File: src/hw/rtl/rtprb_pkg.sv
// ----------------------------------------------------------------------------
// rtprb_pkg
// Shared types and constants for the RTP reorder buffer.
// ----------------------------------------------------------------------------
package rtprb_pkg;

    typedef logic [1:0]  kind_t;
    typedef logic [15:0] seq_t;
    typedef logic [31:0] word_t;

    localparam kind_t KIND_HELD     = 2'd0;
    localparam kind_t KIND_RELEASED = 2'd1;
    localparam kind_t KIND_LATE     = 2'd2;
    localparam kind_t KIND_BEYOND   = 2'd3;

    localparam seq_t HALF_SPACE = 16'd32767;

    // results per request and the width of their counter
    localparam int MAX_OUT = 32;
    localparam int CNT_W   = $clog2(MAX_OUT + 1);

endpackage

File: src/hw/rtl/rtprb_ifs.sv
// ----------------------------------------------------------------------------
// rtprb_ifs
// Valid/ready channels of the RTP reorder buffer: packet in, result out.
// ----------------------------------------------------------------------------
interface rtprb_pkt_if import rtprb_pkg::*; ();
    logic  valid;
    logic  ready;
    seq_t  seq;
    word_t handle;

    modport source (output valid, output seq, output handle, input ready);
    modport sink   (input valid, input seq, input handle, output ready);
endinterface

interface rtprb_res_if import rtprb_pkg::*; ();
    logic  valid;
    logic  ready;
    kind_t kind;
    word_t handle_res;
    word_t ext_seq;
    logic  last;

    modport source (output valid, output kind, output handle_res, output ext_seq,
                    output last, input ready);
    modport sink   (input valid, input kind, input handle_res, input ext_seq,
                    input last, output ready);
endinterface

File: src/hw/rtl/rtp_reorder_buffer.sv
// ----------------------------------------------------------------------------
// rtp_reorder_buffer
// Unwraps 16-bit RTP sequence numbers, parks packet handles in a window
// memory and releases them in order up to the first gap.
// A held or dropped result is registered from the evaluation state once the
// output is free; a leading release passes the read and emit states.
// A request is taken only in idle, after all results of the last one; each
// release adds a read of the handle memory, then the result register.
// Reset: window empty, unwrap state cleared. A config write before the first
// request sets the expected number and the slot base at once.
// ----------------------------------------------------------------------------
module rtp_reorder_buffer import rtprb_pkg::*; #(
    parameter int WINDOW = 32
) (
    input  logic            clk,
    input  logic            rst_n,
    input  logic            cfg_we,
    input  logic [31:0]     cfg_wdata,
    rtprb_pkt_if.sink       pkt,
    rtprb_res_if.source     res
);

    localparam int IDX_W = $clog2(WINDOW);

    localparam logic [1:0] ST_IDLE = 2'd0;
    localparam logic [1:0] ST_EVAL = 2'd1;
    localparam logic [1:0] ST_RD   = 2'd2;
    localparam logic [1:0] ST_EMIT = 2'd3;

    logic [1:0]        state_reg, state_next;
    logic              started_reg, started_next;
    seq_t              highest_reg, highest_next;
    seq_t              wrap_reg, wrap_next;
    word_t             expected_reg, expected_next;
    logic [IDX_W-1:0]  exp_idx_reg, exp_idx_next;
    logic [WINDOW-1:0] slot_valid_reg, slot_valid_next;
    word_t             ext_reg, ext_next;
    word_t             handle_reg, handle_next;
    logic [CNT_W-1:0]  cnt_reg, cnt_next;

    logic              out_valid_reg, out_valid_next;
    kind_t             out_kind_reg, out_kind_next;
    word_t             out_handle_reg, out_handle_next;
    word_t             out_ext_reg, out_ext_next;
    logic              out_last_reg, out_last_next;

    word_t             slot_mem [WINDOW];
    word_t             rd_data_reg;

    logic              accept, out_free;
    seq_t              hs, cyc;
    word_t             off;
    logic              in_win, is_late, dup, exp_valid, store, eval_emit, eval_last;
    logic [IDX_W:0]    idx_sum;
    logic [IDX_W-1:0]  slot_idx, nxt_idx;
    logic              rel_last;

    assign pkt.ready = (state_reg == ST_IDLE);
    assign accept    = pkt.valid && pkt.ready;
    assign out_free  = !out_valid_reg || res.ready;

    assign res.valid      = out_valid_reg;
    assign res.kind       = out_kind_reg;
    assign res.handle_res = out_handle_reg;
    assign res.ext_seq    = out_ext_reg;
    assign res.last       = out_last_reg;

    // sequence unwrap
    always_comb
    begin
        hs           = started_reg ? highest_reg : pkt.seq;
        highest_next = hs;
        wrap_next    = wrap_reg;
        cyc          = wrap_reg;
        if (pkt.seq > hs)
        begin
            if (seq_t'(pkt.seq - hs) > HALF_SPACE)
            begin
                if (wrap_reg != '0)
                begin
                    cyc = wrap_reg - 16'd1;
                end
            end
            else
            begin
                highest_next = pkt.seq;
            end
        end
        else if (seq_t'(hs - pkt.seq) > HALF_SPACE)
        begin
            highest_next = pkt.seq;
            wrap_next    = wrap_reg + 16'd1;
            cyc          = wrap_reg + 16'd1;
        end
    end

    // window test
    always_comb
    begin
        off       = ext_reg - expected_reg;
        in_win    = off < word_t'(WINDOW);
        is_late   = off[31];
        idx_sum   = {1'b0, exp_idx_reg} + {1'b0, off[IDX_W-1:0]};
        slot_idx  = (idx_sum >= (IDX_W+1)'(WINDOW)) ? IDX_W'(idx_sum - (IDX_W+1)'(WINDOW))
                                                    : idx_sum[IDX_W-1:0];
        dup       = slot_valid_reg[slot_idx];
        exp_valid = slot_valid_reg[exp_idx_reg];
        store     = in_win && !dup;
        eval_emit = !store || (!exp_valid && (off[IDX_W-1:0] != '0));
        eval_last = store || !exp_valid;
        nxt_idx   = (exp_idx_reg == IDX_W'(WINDOW - 1)) ? '0 : exp_idx_reg + IDX_W'(1);
        rel_last  = (cnt_reg == CNT_W'(MAX_OUT - 1)) || !slot_valid_reg[nxt_idx];
    end

    always_comb
    begin
        state_next      = state_reg;
        started_next    = started_reg;
        expected_next   = expected_reg;
        exp_idx_next    = exp_idx_reg;
        slot_valid_next = slot_valid_reg;
        ext_next        = ext_reg;
        handle_next     = handle_reg;
        cnt_next        = cnt_reg;
        out_valid_next  = out_valid_reg && !res.ready;
        out_kind_next   = out_kind_reg;
        out_handle_next = out_handle_reg;
        out_ext_next    = out_ext_reg;
        out_last_next   = out_last_reg;

        // window is empty before the first request, so any slot base will do
        if (cfg_we && !started_reg)
        begin
            expected_next = cfg_wdata;
            exp_idx_next  = '0;
        end

        unique case (state_reg)
            ST_IDLE:
            begin
                if (accept)
                begin
                    started_next = 1'b1;
                    ext_next     = {cyc, pkt.seq};
                    handle_next  = pkt.handle;
                    state_next   = ST_EVAL;
                end
            end
            ST_EVAL:
            begin
                if (out_free)
                begin
                    if (store)
                    begin
                        slot_valid_next[slot_idx] = 1'b1;
                    end
                    if (eval_emit)
                    begin
                        out_valid_next  = 1'b1;
                        out_kind_next   = store ? KIND_HELD
                                        : ((in_win || is_late) ? KIND_LATE : KIND_BEYOND);
                        out_handle_next = handle_reg;
                        out_ext_next    = ext_reg;
                        out_last_next   = eval_last;
                        cnt_next        = CNT_W'(1);
                        state_next      = eval_last ? ST_IDLE : ST_RD;
                    end
                    else
                    begin
                        cnt_next   = '0;
                        state_next = ST_RD;
                    end
                end
            end
            ST_RD:
            begin
                state_next = ST_EMIT;
            end
            ST_EMIT:
            begin
                if (out_free)
                begin
                    out_valid_next  = 1'b1;
                    out_kind_next   = KIND_RELEASED;
                    out_handle_next = rd_data_reg;
                    out_ext_next    = expected_reg;
                    out_last_next   = rel_last;
                    slot_valid_next[exp_idx_reg] = 1'b0;
                    expected_next   = expected_reg + 32'd1;
                    exp_idx_next    = nxt_idx;
                    cnt_next        = cnt_reg + CNT_W'(1);
                    state_next      = rel_last ? ST_IDLE : ST_RD;
                end
            end
            default:
            begin
                state_next = ST_IDLE;
            end
        endcase
    end

    always_ff @(posedge clk or negedge rst_n)
    begin
        if (!rst_n)
        begin
            state_reg      <= ST_IDLE;
            started_reg    <= 1'b0;
            highest_reg    <= '0;
            wrap_reg       <= '0;
            expected_reg   <= '0;
            exp_idx_reg    <= '0;
            slot_valid_reg <= '0;
            cnt_reg        <= '0;
            out_valid_reg  <= 1'b0;
        end
        else
        begin
            state_reg      <= state_next;
            started_reg    <= started_next;
            if (accept)
            begin
                highest_reg <= highest_next;
                wrap_reg    <= wrap_next;
            end
            expected_reg   <= expected_next;
            exp_idx_reg    <= exp_idx_next;
            slot_valid_reg <= slot_valid_next;
            cnt_reg        <= cnt_next;
            out_valid_reg  <= out_valid_next;
        end
    end

    always_ff @(posedge clk)
    begin
        ext_reg        <= ext_next;
        handle_reg     <= handle_next;
        out_kind_reg   <= out_kind_next;
        out_handle_reg <= out_handle_next;
        out_ext_reg    <= out_ext_next;
        out_last_reg   <= out_last_next;
    end

    // handle memory
    always_ff @(posedge clk)
    begin
        if ((state_reg == ST_EVAL) && out_free && store)
        begin
            slot_mem[slot_idx] <= handle_reg;
        end
        rd_data_reg <= slot_mem[exp_idx_reg];
    end

`ifndef SYNTHESIS
    a_accept_eval: assert property (@(posedge clk) disable iff (!rst_n)
        accept |=> (state_reg == ST_EVAL))
        else $error("accepted request did not enter evaluation");

    a_emit_valid: assert property (@(posedge clk) disable iff (!rst_n)
        (state_reg == ST_EMIT) |-> slot_valid_reg[exp_idx_reg])
        else $error("release from empty slot");

    a_cnt_cap: assert property (@(posedge clk) disable iff (!rst_n)
        cnt_reg <= CNT_W'(MAX_OUT))
        else $error("result count above cap");
`endif

endmodule

File: src/flat_wrapper.sv
// flat-port wrapper written by rule: the top's interface ports become plain ports
module rtp_reorder_buffer_flat import rtprb_pkg::*;
#(
    parameter int WINDOW = 32
)
  (clk, rst_n, cfg_we, cfg_wdata, pkt_valid, pkt_seq, pkt_handle, pkt_ready, res_valid, res_kind, res_handle_res, res_ext_seq, res_last, res_ready);
  rtprb_pkt_if pkt_i ();
  rtprb_res_if res_i ();
  input  logic clk;
  input  logic rst_n;
  input  logic cfg_we;
  input  logic [31:0] cfg_wdata;
  input wire logic [$bits(pkt_i.valid)-1:0] pkt_valid;
  input wire logic [$bits(pkt_i.seq)-1:0] pkt_seq;
  input wire logic [$bits(pkt_i.handle)-1:0] pkt_handle;
  output wire logic [$bits(pkt_i.ready)-1:0] pkt_ready;
  output wire logic [$bits(res_i.valid)-1:0] res_valid;
  output wire logic [$bits(res_i.kind)-1:0] res_kind;
  output wire logic [$bits(res_i.handle_res)-1:0] res_handle_res;
  output wire logic [$bits(res_i.ext_seq)-1:0] res_ext_seq;
  output wire logic [$bits(res_i.last)-1:0] res_last;
  input wire logic [$bits(res_i.ready)-1:0] res_ready;
  assign pkt_i.valid = pkt_valid;
  assign pkt_i.seq = pkt_seq;
  assign pkt_i.handle = pkt_handle;
  assign pkt_ready = pkt_i.ready;
  assign res_valid = res_i.valid;
  assign res_kind = res_i.kind;
  assign res_handle_res = res_i.handle_res;
  assign res_ext_seq = res_i.ext_seq;
  assign res_last = res_i.last;
  assign res_i.ready = res_ready;
  rtp_reorder_buffer #(.WINDOW(WINDOW)) u_core (.clk(clk), .rst_n(rst_n), .cfg_we(cfg_we), .cfg_wdata(cfg_wdata), .pkt(pkt_i), .res(res_i));
endmodule
File: config.mk
export PLATFORM = sky130hd
export DESIGN_NAME = rtp_reorder_buffer_flat
export DESIGN_NICKNAME = d
export VERILOG_FILES = /design/src/hw/rtl/rtprb_pkg.sv /design/src/hw/rtl/rtprb_ifs.sv /design/src/hw/rtl/rtp_reorder_buffer.sv /design/src/flat_wrapper.sv
export SDC_FILE = /design/constraint.sdc
export NUM_CORES = 2
export LEC_CHECK = 0
export BUFFER_PORTS_ARGS = -buffer_cell sky130_fd_sc_hd__buf_2
export CELL_PAD_IN_SITES_DETAIL_PLACEMENT = 0
export CELL_PAD_IN_SITES_GLOBAL_PLACEMENT = 2
export CORE_AREA = 2 2 495 448
export CTS_CLUSTER_SIZE = 30
export DETAILED_ROUTE_END_ITERATION = 7
export DIE_AREA = 0 0 497 450
export PLACE_DENSITY_LB_ADDON = 0.1
export SYNTH_ARGS = -nofsm -noshare
export SYNTH_HDL_FRONTEND = slang
export SYNTH_SLANG_ARGS = --single-unit
File: constraint.sdc
create_clock -name clk -period 9.7 [get_ports clk]
set_input_delay 1.94 -clock clk [delete_from_list [all_inputs] [get_ports clk]]
set_output_delay 1.94 -clock clk [all_outputs]
set_load 0.05 [all_outputs]
## Yosys cells after proc, flatten, opt, wreduce, memory -nomap -nowiden

Memories as Yosys holds them, arrays and structs flattened. A register that Yosys moved wholly into a read port is not among the register bits.
Cells that the tools add are included.

- Bits in registers: 242
- Memory bits (writable): 1024
- Input bits: 85
- Logic and storage cells: 146
- Memories kept: 1

Memories:

| name | words | width | rd ports | clocked after Yosys merged registers in | wr ports | line | RTL |
|---|---|---|---|---|---|---|---|
| u_core.slot_mem | 32 | 32 | 1 | 1 | 1 | rtp_reorder_buffer.sv:47 | `word_t slot_mem [WINDOW];` |

- Add/subtract/negate cells: 10
- Order comparisons: 10
- Equal/unequal tests: 10
- Mux-type cells: 65
- Bitwise operators: 4
- Reductions and logical operators: 31

Operators by type and width:

| operator | count |
|---|---|
| 32-bit two-way mux | 12 |
| 32-bit case mux with 2 select lines | 3 |
| 16-bit two-way mux | 8 |
| 32-bit by 1-bit adder with 32-bit output, second input constant | 1 |
| 32-bit AND | 1 |
| 16-bit by 15-bit > comparator with 1-bit output, second input constant | 2 |
| 32-bit by 6-bit < comparator with 1-bit output, second input constant | 1 |
| 32-bit NOT | 1 |
| 32-bit bitwise OR | 1 |
| 16-bit subtractor | 2 |
| 32-bit subtractor | 1 |
| 5-bit two-way mux | 5 |
| 2-bit two-way mux | 10 |
| 5-bit by 6-bit < comparator with 1-bit output, second input constant | 3 |
| 16-bit by 1-bit adder with 16-bit output, second input constant | 1 |
| 16-bit > comparator | 1 |
| 16-bit nonzero test | 1 |
| 16-bit by 1-bit subtractor with 16-bit output, second input constant | 1 |
| 1-bit binary-select mux with 5-bit select | 3 |
| 1-bit two-way mux | 15 |
| 6-bit two-way mux | 2 |
| 6-bit case mux with 2 select lines | 1 |
| 1-bit demux with 5-bit select | 2 |
| 5-bit by 1-bit greater-or-equal comparator with 1-bit output, second input constant | 2 |
| 24 further kinds | 50 |

## Longest topological paths before layout

- Depth after elaboration: 13
- Gate-level depth with buffers: 19

## Worst setup path before layout

Ideal clock, no wire load.

- Kind: reg2reg
- From: reg u_core.exp_idx_reg[1]
- To: mem u_core.slot_mem[18][0] (netlist name) (enable)
- Library setup time: 0.513 ns
- Arrival: 7.497 ns
- Path slack: 1.690 ns
- Stages on the path, launching flop included: 14
- Cell sequence: dfrtp_1 clkbuf_1 clkbuf_1 buf_1 inv_1 fa_1 clkbuf_1 mux4_2 mux4_2 mux2i_1 nand2_1 or4b_1 buf_2 nor4b_1

- Word-level cells in the longest chain between the ends: 10

RTL lines:

| item | line | RTL |
|---|---|---|
| start, declared | rtp_reorder_buffer.sv:35 | `logic [IDX_W-1:0] exp_idx_reg, exp_idx_next;` |
| start signal, assigned | rtp_reorder_buffer.sv:226 | `exp_idx_reg <= exp_idx_next;` |
| 5-bit by 5-bit adder with 6-bit output (*) | rtp_reorder_buffer.sv:103 | `idx_sum = {1'b0, exp_idx_reg} + {1'b0, off[IDX_W-1:0]};` |
| 5-bit by 1-bit subtractor with 5-bit output / 6-bit greater-or-equal comparator (equally long branches) | rtp_reorder_buffer.sv:104 | `slot_idx = (idx_sum >= (IDX_W+1)'(WINDOW)) ? IDX_W'(idx_sum - (IDX_W+1)'(WINDOW))` |
| 5-bit two-way mux (*) | rtp_reorder_buffer.sv:104 |  |
| 1-bit binary-select mux with 5-bit select | rtp_reorder_buffer.sv:106 | `dup = slot_valid_reg[slot_idx];` |
| 1-bit two-way mux (implied by the code) | rtp_reorder_buffer.sv:106 |  |
| 1-bit zero test | rtp_reorder_buffer.sv:108 | `store = in_win && !dup;` |
| 1-bit logical AND | rtp_reorder_buffer.sv:108 |  |
| 1-bit logical AND | rtp_reorder_buffer.sv:246 | `if ((state_reg == ST_EVAL) && out_free && store)` |
| 1-bit two-way mux | rtp_reorder_buffer.sv:246 |  |
| 1-bit two-way mux (implied by the code) | rtp_reorder_buffer.sv:248 | `slot_mem[slot_idx] <= handle_reg;` |
| end, declared | rtp_reorder_buffer.sv:47 |  |

Every way passes the cells marked *; elsewhere a longest branch is shown, timed or not. The select of a mux whose other input is x is not followed.

## Final worst setup path

- From: reg u_core.expected_reg[0]
- To: mem u_core.slot_mem[17][18] (netlist name) (enable)

- Word-level cells in the longest chain between the ends: 11

RTL lines:

| item | line | RTL |
|---|---|---|
| start, declared | rtp_reorder_buffer.sv:34 | `word_t expected_reg, expected_next;` |
| start signal, assigned | rtp_reorder_buffer.sv:225 | `expected_reg <= expected_next;` |
| 32-bit subtractor (*) | rtp_reorder_buffer.sv:100 | `off = ext_reg - expected_reg;` |
| 5-bit by 5-bit adder with 6-bit output | rtp_reorder_buffer.sv:103 |  |
| 5-bit by 1-bit subtractor with 5-bit output / 6-bit greater-or-equal comparator (equally long branches) | rtp_reorder_buffer.sv:104 |  |
| 5-bit two-way mux | rtp_reorder_buffer.sv:104 |  |
| 1-bit binary-select mux with 5-bit select | rtp_reorder_buffer.sv:106 |  |
| 1-bit two-way mux (implied by the code) | rtp_reorder_buffer.sv:106 |  |
| 1-bit zero test | rtp_reorder_buffer.sv:108 |  |
| 1-bit logical AND | rtp_reorder_buffer.sv:108 |  |
| 1-bit logical AND | rtp_reorder_buffer.sv:246 |  |
| 1-bit two-way mux | rtp_reorder_buffer.sv:246 |  |
| 1-bit two-way mux (implied by the code) | rtp_reorder_buffer.sv:248 |  |

Marks and branches as above.

==> run metrics <==
final critical-path required period 6.17 ns; Hold Worst Slack 0.507 ns; clk_skew 0.0462 ns; Tot GR Track Use 0.166; Yosys reg bits 1,298; end of the worst register-to-register path u_core.slot_mem[17][18]; # nets final 3,568; hold_buf cts 0; Clock transition at path regs 0.06 ns; final wirelength 188 mm; crit path from u_core.expected_reg[0]; input/output buffers 153; CP Data Required Time 10.12 ns; CP top delay family adder cells; Wirelength per Cell 29.3 um; Syn Inst Count 3,155; HPWL Detailed 124 mm; antenna violations before repair 20; R2R Path Start u_core.expected_reg[0]; vias in the first global route 32,000; worst hold path stage count 1; first-pass GRT wire length 262 mm; # Max-Cap Violations 0; Initial Utilization 0.249; Gates resized, CTS repair 0; row count 163; Rel. slew slack 0.186; core area 218,000 um2; Slew Viols, Final 0; slowest stage delay, CP 0.90 ns; Fin. Hold Viols 0; Crit. path cell count 13; max FFs per register 1,024; critical path class register to register; Ys Warns 0; Detailed Route Iter0 Violations 2,914; Pwr per Cell Area 302 nW/um2; maximum number of pins on one net before global-route repair 78; setup bufs post-CTS 0; number of H-tree levels 4; Leak 21.0 nW; remaining antenna violation count 0; Hold WC Path Type register to register; Yosys cell types 92; Layout area overhead 18.1%; I/O pin cnt 154; TritonRoute pass-1 iters 5; Die X 497 um; CP Max Fanout 31; reg2reg path depth 13; clock tree sinks 1,298; Via Count 31,300; DRC 0; Seq/Total Area, Yosys 0.701; Synth Cell Area 54,300 um2; Largest Register u_core.slot_mem; gpl congestion 0.812; Worst-Skew Late Latency 0.79 ns; arrival time worst endpoint 6.59 ns; Tcrit/Tclk final 0.636; Slew @ Worst Pin 1.22 ns; Max VDD drop 169 uV; Clock Tree Buf Depth 3; Root Buffer clkbuf_16; ys async rst share 0.0855; crit path capture u_core.slot_mem[17][18]; Critical Path, Cell by Cell ha_1, inv_1, fa_1, inv_1, fa_1, mux4_2, mux4_2, mux2i_1, nand2_1, or4b_1, buf_4, nor4_2, buf_4; Post-synth EDFFs 1,155; Crit-path slowest cell nor4_2; reg2reg setup slack 3.53 ns; status completed; layout cell share with drive strength beyond 1 0.255; fillers 21,400; TritonCTS clock tree yes; Vias/cell 4.87; total negative slack 0 ns; die area 224,000 um2; critical path capture point type register; commonest register cell after synthesis edfxtp_1; CP Buf/Inv Count 4; Synth Area per Inst 17.2 um2; unrepaired setup endpoints after global routing no; Worst setup SP type register; Peak Freq 0.162 GHz; CTS Buf Count 154; final setup violating endpoints 0; global route total overflow 0; Die Ht 450 um; Mapped Nets 3,319
## layer usage
| metal | vias up | share of wire | GRT usage |
|---|---|---|---|
| li1 | 13400 | - | - |
| met1 | 17000 | 0.52 | 0.265 |
| met2 | 818 | 0.42 | 0.234 |
| met3 | 187 | 0.048 | 0.0254 |
| met4 | 2 | 0.015 | 0.0324 |
| met5 | - | 0.000069 | 0 |
## logic make-up (layout without fill, tap and decap cells)
logic type / after synthesis / count (layout) / share of synthesized area
flops: 1298 / 1298 / 0.701
mux: 344 / 344 / 0.129
other cells: 0 / 9 / 0
xor+xnor: 51 / 51 / 0.00822
buf+inv: 256 / 635 / 0.0194
fa+ha+maj: 79 / 79 / 0.0186
compound gates: 562 / 562 / 0.0680
simple gates: 565 / 565 / 0.0559
## stage by stage
step / total power [mW] / instances / utilization / setup slack, ns / area, um2
4_1_cts: 19.7 / 6421 / 0.294 / 3.44 / 64200
6_report: 19.4 / 6430 / 0.294 / 3.53 / 64200
3_3_place_gp: 13.7 / 6134 / 0.270 / 3.56 / 59100
3_5_place_dp: 13.7 / 6135 / 0.270 / 3.46 / 59100
2_1_floorplan: 11.1 / 3155 / - / 1.69 / 54300
5_1_grt: 20.3 / 6422 / 0.294 / 3.15 / 64200
## layout make-up
cell class / count / area, um2 / area share
flip-flops and latches: 1298 / 38100 / 0.594
clock buffers: 214 / 4260 / 0.0664
well taps: 2887 / 3610 / 0.0563
repair buffers: 260 / 1590 / 0.0248
multi-input cells: 1601 / 15400 / 0.240
diodes: 9 / 22.5 / 0.000351
inverters: 89 / 337 / 0.00524
clock inverters: 72 / 826 / 0.0129
## worst register-to-register path, cell delays in order (launching register included)
cell and delay, ns:
dfrtp_1 0.44, ha_1 0.23, inv_1 0.07, fa_1 0.59
inv_1 0.08, fa_1 0.88, mux4_2 0.41, mux4_2 0.51
mux2i_1 0.23, nand2_1 0.08, or4b_1 0.53, buf_4 0.32
nor4_2 0.91, buf_4 0.51
## cell usage in the layout, fill, tap and decap left out, types with 61 or more instances in the layout
| master | instances |
|---|---|
| a21oi_1 | 84 |
| a22oi_1 | 134 |
| buf_2 | 152 |
| buf_4 | 105 |
| clkbuf_16 | 157 |
| dfrtp_1 | 109 |
| edfxtp_1 | 1155 |
| ha_1 | 76 |
| inv_1 | 88 |
| mux4_2 | 278 |
| nand2_1 | 153 |
| nand4_1 | 61 |
| nor2_1 | 72 |
| o21ai_0 | 155 |
## power by group
part / total (mW) / internal (mW) / switching (mW)
Combinational: 6.55 / 2.10 / 4.45
Clock: 5.84 / 3.44 / 2.40
Sequential: 6.96 / 6.69 / 0.266
Total: 19.4 / 12.2 / 7.12
## Yosys cell counts, types with 17 or more instances
library cell,n,share of area
edfxtp_1,1155,0.64
a31oi_1,17,0.0020
nor2_1,74,0.0051
clkbuf_1,106,0.0073
ha_1,76,0.018
dfrtp_1,111,0.051
o21ai_0,156,0.014
dfxtp_1,32,0.012
nor3_1,50,0.0046
buf_2,20,0.0018
inv_1,89,0.0061
xnor2_1,40,0.0064
mux2_2,55,0.011
o21a_1,35,0.0048
nand4_1,61,0.0070
nand3_1,54,0.0050
nand2_1,154,0.011
mux4_2,278,0.12
buf_1,29,0.0020
a21oi_1,85,0.0078
a22oi_1,134,0.019
nor4_1,38,0.0044
a21o_1,21,0.0029
## how the worst min path moves through the flow
stage,startpoint,endpoint
2_1_floorplan,u_core.cnt_reg[1],u_core.cnt_reg[1]
3_3_place_gp,u_core.cnt_reg[1],u_core.cnt_reg[1]
3_5_place_dp,u_core.highest_reg[8],u_core.highest_reg[8]
4_1_cts,u_core.cnt_reg[1],u_core.cnt_reg[1]
5_1_grt,u_core.highest_reg[6],u_core.highest_reg[6]
6_report,u_core.highest_reg[7],u_core.highest_reg[7]
Note: power is estimated with default switching activity, not from simulation.
